--- config.mk ---
export PLATFORM = sky130hd
export DESIGN_NAME = ctc_ram
export DESIGN_NICKNAME = d
export VERILOG_FILES = /design/src/rtl/core/ctc_ram.sv
export SDC_FILE = /design/constraint.sdc
export NUM_CORES = 2
export LEC_CHECK = 0
export BUFFER_PORTS_ARGS = -buffer_cell sky130_fd_sc_hd__buf_2
export CAP_MARGIN = 40
export CORE_MARGIN = 1.5
export CORE_UTILIZATION = 43
export DETAILED_ROUTE_END_ITERATION = 10
export PLACE_DENSITY_LB_ADDON = 0.3
export SYNTH_ARGS = -nofsm -noshare
export SYNTH_HDL_FRONTEND = slang
export SYNTH_SLANG_ARGS = --single-unit
--- constraint.sdc ---
create_clock -name clk -period 5.4 [get_ports clk]
set_input_delay 0.27 -clock clk [delete_from_list [all_inputs] [get_ports clk]]
set_output_delay 0.27 -clock clk [all_outputs]
set_load 0.1 [all_outputs]
--- src/rtl/core/ctc_ram.sv ---
// Simple dual-port synchronous RAM with registered read data.
module ctc_ram #(
  parameter int WIDTH = 8,
  parameter int DEPTH = 256,
  parameter int AW    = $clog2(DEPTH)
) (
  input  logic             clk,
  input  logic             we,
  input  logic [AW-1:0]    waddr,
  input  logic [WIDTH-1:0] wdata,
  input  logic             re,
  input  logic [AW-1:0]    raddr,
  output logic [WIDTH-1:0] rdata
);
  logic [WIDTH-1:0] mem [DEPTH];

  always_ff @(posedge clk) begin
    if (we) mem[waddr] <= wdata;
  end

  always_ff @(posedge clk) begin
    if (re) rdata <= mem[raddr];
  end
endmodule

==> impl_metrics.env <==
export IMPL_timing_final_crit_period_ps=3150
export IMPL_synth_edf_count=2056
export IMPL_gp_congestion=0.841
export IMPL_initial_core_util_pct=43.4
export IMPL_crit_type="in2reg"
export IMPL_setup_tns_ps=0
export IMPL_crit_path_cell_trace="buf_8 -> buf_4 -> mux4_2 -> a22o_1 -> a221oi_1 -> o221ai_1 -> a211oi_1 -> buf_4 -> nor4_1"
export IMPL_vdd_drop_max_mv=0.395
export IMPL_synth_area_um2=79600
export IMPL_p_seq_share_pct=53.8
export IMPL_hold_viol_final=0
export IMPL_cts_tree="yes"
export IMPL_track_usage_pct=20.9
export IMPL_synth_compound_area_share_pct=3.42
export IMPL_ctsResizeCount=0
export IMPL_postRouteAntennaNets=0
export IMPL_port_buffers=34
export IMPL_numCtsBuffers=195
export IMPL_r2r_start="mem[27][3]"
export IMPL_dr_max_layer_used="met4"
export IMPL_regArea_um2=61700
export IMPL_fin_crit_sh_pct=58.3
export IMPL_leakage_nw=27.7
export IMPL_routed_wl_mm=196
export IMPL_cts_buffer_depth=3
export IMPL_crit_start="raddr[0]"
export IMPL_final_nets=3972
export IMPL_h_tree_depth=4
export IMPL_ys_seq_area_share_pct=77.5
export IMPL_p_per_area_nw_per_um2=365
export IMPL_place_area_um2=83400
export IMPL_fillers=14667
export IMPL_hold_buffers=11
export IMPL_gr_total_overflow=0
export IMPL_die_x_um=433
export IMPL_grt_max_degree=222
export IMPL_p_switching_mw=6.97
export IMPL_num_vias=39207
export IMPL_clk_pin_slew_ps=60
export IMPL_synth_top_family_by_area="multiplexers"
export IMPL_synthSimpleGateAreaFrac_pct=2.63
export IMPL_clock_fmax_mhz=318
export IMPL_yosysUniqueCellTypes=54
export IMPL_wl_met3_mm=15.9
export IMPL_syn_nets=3760
export IMPL_dr_pass1_iters=6
export IMPL_combPwrFrac_pct=5.0
export IMPL_r2r_slack_ps=2570
export IMPL_drt_met1_wl_mm=81.9
export IMPL_grt_pass1_wl_mm=282
export IMPL_synthMuxAreaShare_pct=14.6
export IMPL_multi_input_area_um2=16500
export IMPL_r2r_end="rdata[3]"
export IMPL_synth_avg_cell_area_um2=21.3
export IMPL_avgRoutedWirePerCell_um=29.8
export IMPL_cp_max_fo=56
export IMPL_hpwlAfterDp_mm=120
export IMPL_startpoint_type="primary input"
export IMPL_wl_met2_mm=94.1
export IMPL_grt_antenna_before_repair=8
export IMPL_die_area_um2=188000
export IMPL_clkPwrFrac_pct=41.2
export IMPL_syn_inst=3733
export IMPL_cp_arrival_ps=3700
export IMPL_viasPerCell=5.96
export IMPL_status="finished clean"
export IMPL_ys_warn_count=0
export IMPL_synthAdderAreaFrac_pct=0
export IMPL_hold_class="in2reg"
export IMPL_critPathCapture="rdata[3]"
export IMPL_insertion_delay_ps=830
export IMPL_crit_required_ps=5950
export IMPL_relSlewSlack_pct=15.9
export IMPL_synth_top_flop_cell="edfxtp_1"
export IMPL_r2r_cells=7
export IMPL_cpPeakStageDelay_ps=580
export IMPL_p_int_mw=25.8
export IMPL_grt_pass1_vias=38859
export IMPL_endpoint_kind="register"
export IMPL_skew_ps=30.5
export IMPL_area_growth_pct=12.8
export IMPL_drcViolationCount=0
export IMPL_rsz0062_at_grt="no"
export IMPL_tightest_slew_ps=1260
export IMPL_crit_slowest_cell="mux4_2"
export IMPL_io_pins=35
export IMPL_drv_slew=0
export IMPL_p_sw_share_pct=21.3
export IMPL_async_flop_share_pct=0
export IMPL_post_cts_buffers=0
export IMPL_synth_seq_cells=2056
export IMPL_setup_viol=0
export IMPL_root_buffer="clkbuf_16"
export IMPL_fin_area_um2=89800
export IMPL_crit_top_cell="buf_4"
export IMPL_std_cell_rows=157
export IMPL_cts_sinks=2056
export IMPL_die_h_um=433
export IMPL_drv_cap=0
export IMPL_core_um2=183000
export IMPL_drt_iter0_drc=4982
export IMPL_drive_gt1_share_pct=23.7
export IMPL_synth_xor_xnor_area_share_pct=0
state kept, by name, indices dropped and copies added (netlist names):
name and cells:
rdata 8, mem 2048
layer usage:
metal	up-vias	track usage (%)
li1	16168	-
met4	0	5.18
met1	20996	30.4
met2	1800	33.0
met3	243	3.38
met5	-	0
stage by stage:
stage / worst slack (ps) / cells / power [mW] / util [%] / hold WS [ps]
final: 2250 / 6583 / 32.8 / 49.0 / 21.4
after global routing: 2080 / 6581 / 33.6 / 49.0 / 15.7
after CTS: 2200 / 6576 / 32.9 / 49.0 / 0.134
after detailed placement: 1320 / 6200 / 19.6 / 45.5 / 667
after global placement: 945 / 6098 / 19.6 / 45.0 / 664
after floorplan: 3050 / 3733 / 18.9 / - / 369
power by group through the flow:
stage                     registers [mW]  logic (mW)  clock network (mW)
after CTS                           17.6        1.64                13.7
after global placement              18.0        1.60                   0
after floorplan                     18.0       0.855                   0
after detailed placement            18.0        1.63                   0
after global routing                17.6        1.71                14.3
final                               17.6        1.63                13.5
cell usage after synthesis, types with 10 or more instances:
library cell  instances  area [um2]
a211oi_1             16         120
nor2_1              282        1060
a21oi_1              96         480
o221ai_1             46         403
a221oi_1             13         114
nand2_1              33         124
nor3_1               22         110
nand4_1              10        62.6
buf_2                31         155
o211ai_1             10        75.1
nand3_1              34         170
nor2b_1              31         194
a22oi_1             133         998
buf_1                22        82.6
mux2i_1             134        1340
mux4_2              454       10200
o21ai_0              10        50.1
edfxtp_1           2056       61700
nor4_1               24         150
buf_4                27         203
buf_8                13         195
clkbuf_1            111         417
o22ai_1              28         175
buf_6                21         236
kinds of logic (layout without fill, tap and decap cells):
family | count (synthesis) | in the layout
AOI/OAI and AO/OA | 385 | 385
buffers and inverters | 235 | 615
DFF | 2056 | 2056
muxes | 591 | 591
other | 0 | 6
and+or+nand+nor | 466 | 466
worst min-delay path by stage:
stage | from | end | slack (ps) | depth (start not counted)
floorplan | wdata[0] | mem[0][0] | 370 | 0
global placement | wdata[7] | mem[51][7] | 660 | 1
detailed placement | wdata[7] | mem[48][7] | 670 | 1
CTS | waddr[0] | mem[199][3] | 0.1 | 3
global route | wdata[4] | mem[201][4] | 20 | 1
finish | wdata[1] | mem[195][1] | 20 | 1
critical path: cells and delay by family:
family / cells / cell delay (ps)
multiplexers: 1 / 580
buffers and inverters: 3 / 1280
AO/OA/AOI/OAI: 4 / 1390
AND/OR/NAND/NOR: 1 / 60
cell usage in the layout, fill, tap and decap left out, types with 5 or more instances in the layout:
| cell type | synthesis | layout |
|---|---|---|
| o221ai_1 | 46 | 46 |
| a22oi_1 | 133 | 133 |
| clkbuf_16 | 0 | 201 |
| o211ai_1 | 10 | 10 |
| a211oi_1 | 16 | 16 |
| o22ai_1 | 28 | 28 |
| buf_4 | 27 | 159 |
| nand2b_1 | 8 | 8 |
| buf_2 | 31 | 31 |
| edfxtp_1 | 2056 | 2056 |
| nor2_1 | 282 | 279 |
| nor3_1 | 22 | 22 |
| a21oi_1 | 96 | 96 |
| mux4_2 | 454 | 454 |
| clkinv_1 | 1 | 57 |
| clkinv_8 | 0 | 5 |
| nand2_1 | 33 | 33 |
| a22o_1 | 8 | 8 |
| o22a_1 | 5 | 5 |
| a221oi_1 | 13 | 13 |
| clkinv_2 | 0 | 36 |
| nor2b_1 | 31 | 28 |
| diode_2 | 0 | 6 |
| mux2i_1 | 134 | 134 |
| nor4_1 | 24 | 23 |
| dlygate4sd3_1 | 0 | 11 |
| nand4_1 | 10 | 10 |
| bufinv_16 | 0 | 18 |
| buf_8 | 13 | 13 |
| nand3_1 | 34 | 34 |
| o21ai_0 | 10 | 10 |
| clkbuf_1 | 111 | 43 |
| buf_6 | 21 | 10 |
| buf_12 | 8 | 21 |
| and2_1 | 6 | 6 |
final cells by class:
type | instances | share of cell area, %
sequential | 2056 | 68.7
inverter | 2 | 0.00836
clock buffer | 244 | 5.78
antenna | 6 | 0.0167
clock inverter | 121 | 1.20
tap | 2464 | 3.43
multi-input combinational | 1442 | 18.4
timing repair buffer | 248 | 2.48
No activity file was read; power rests on OpenSTA's default activity.
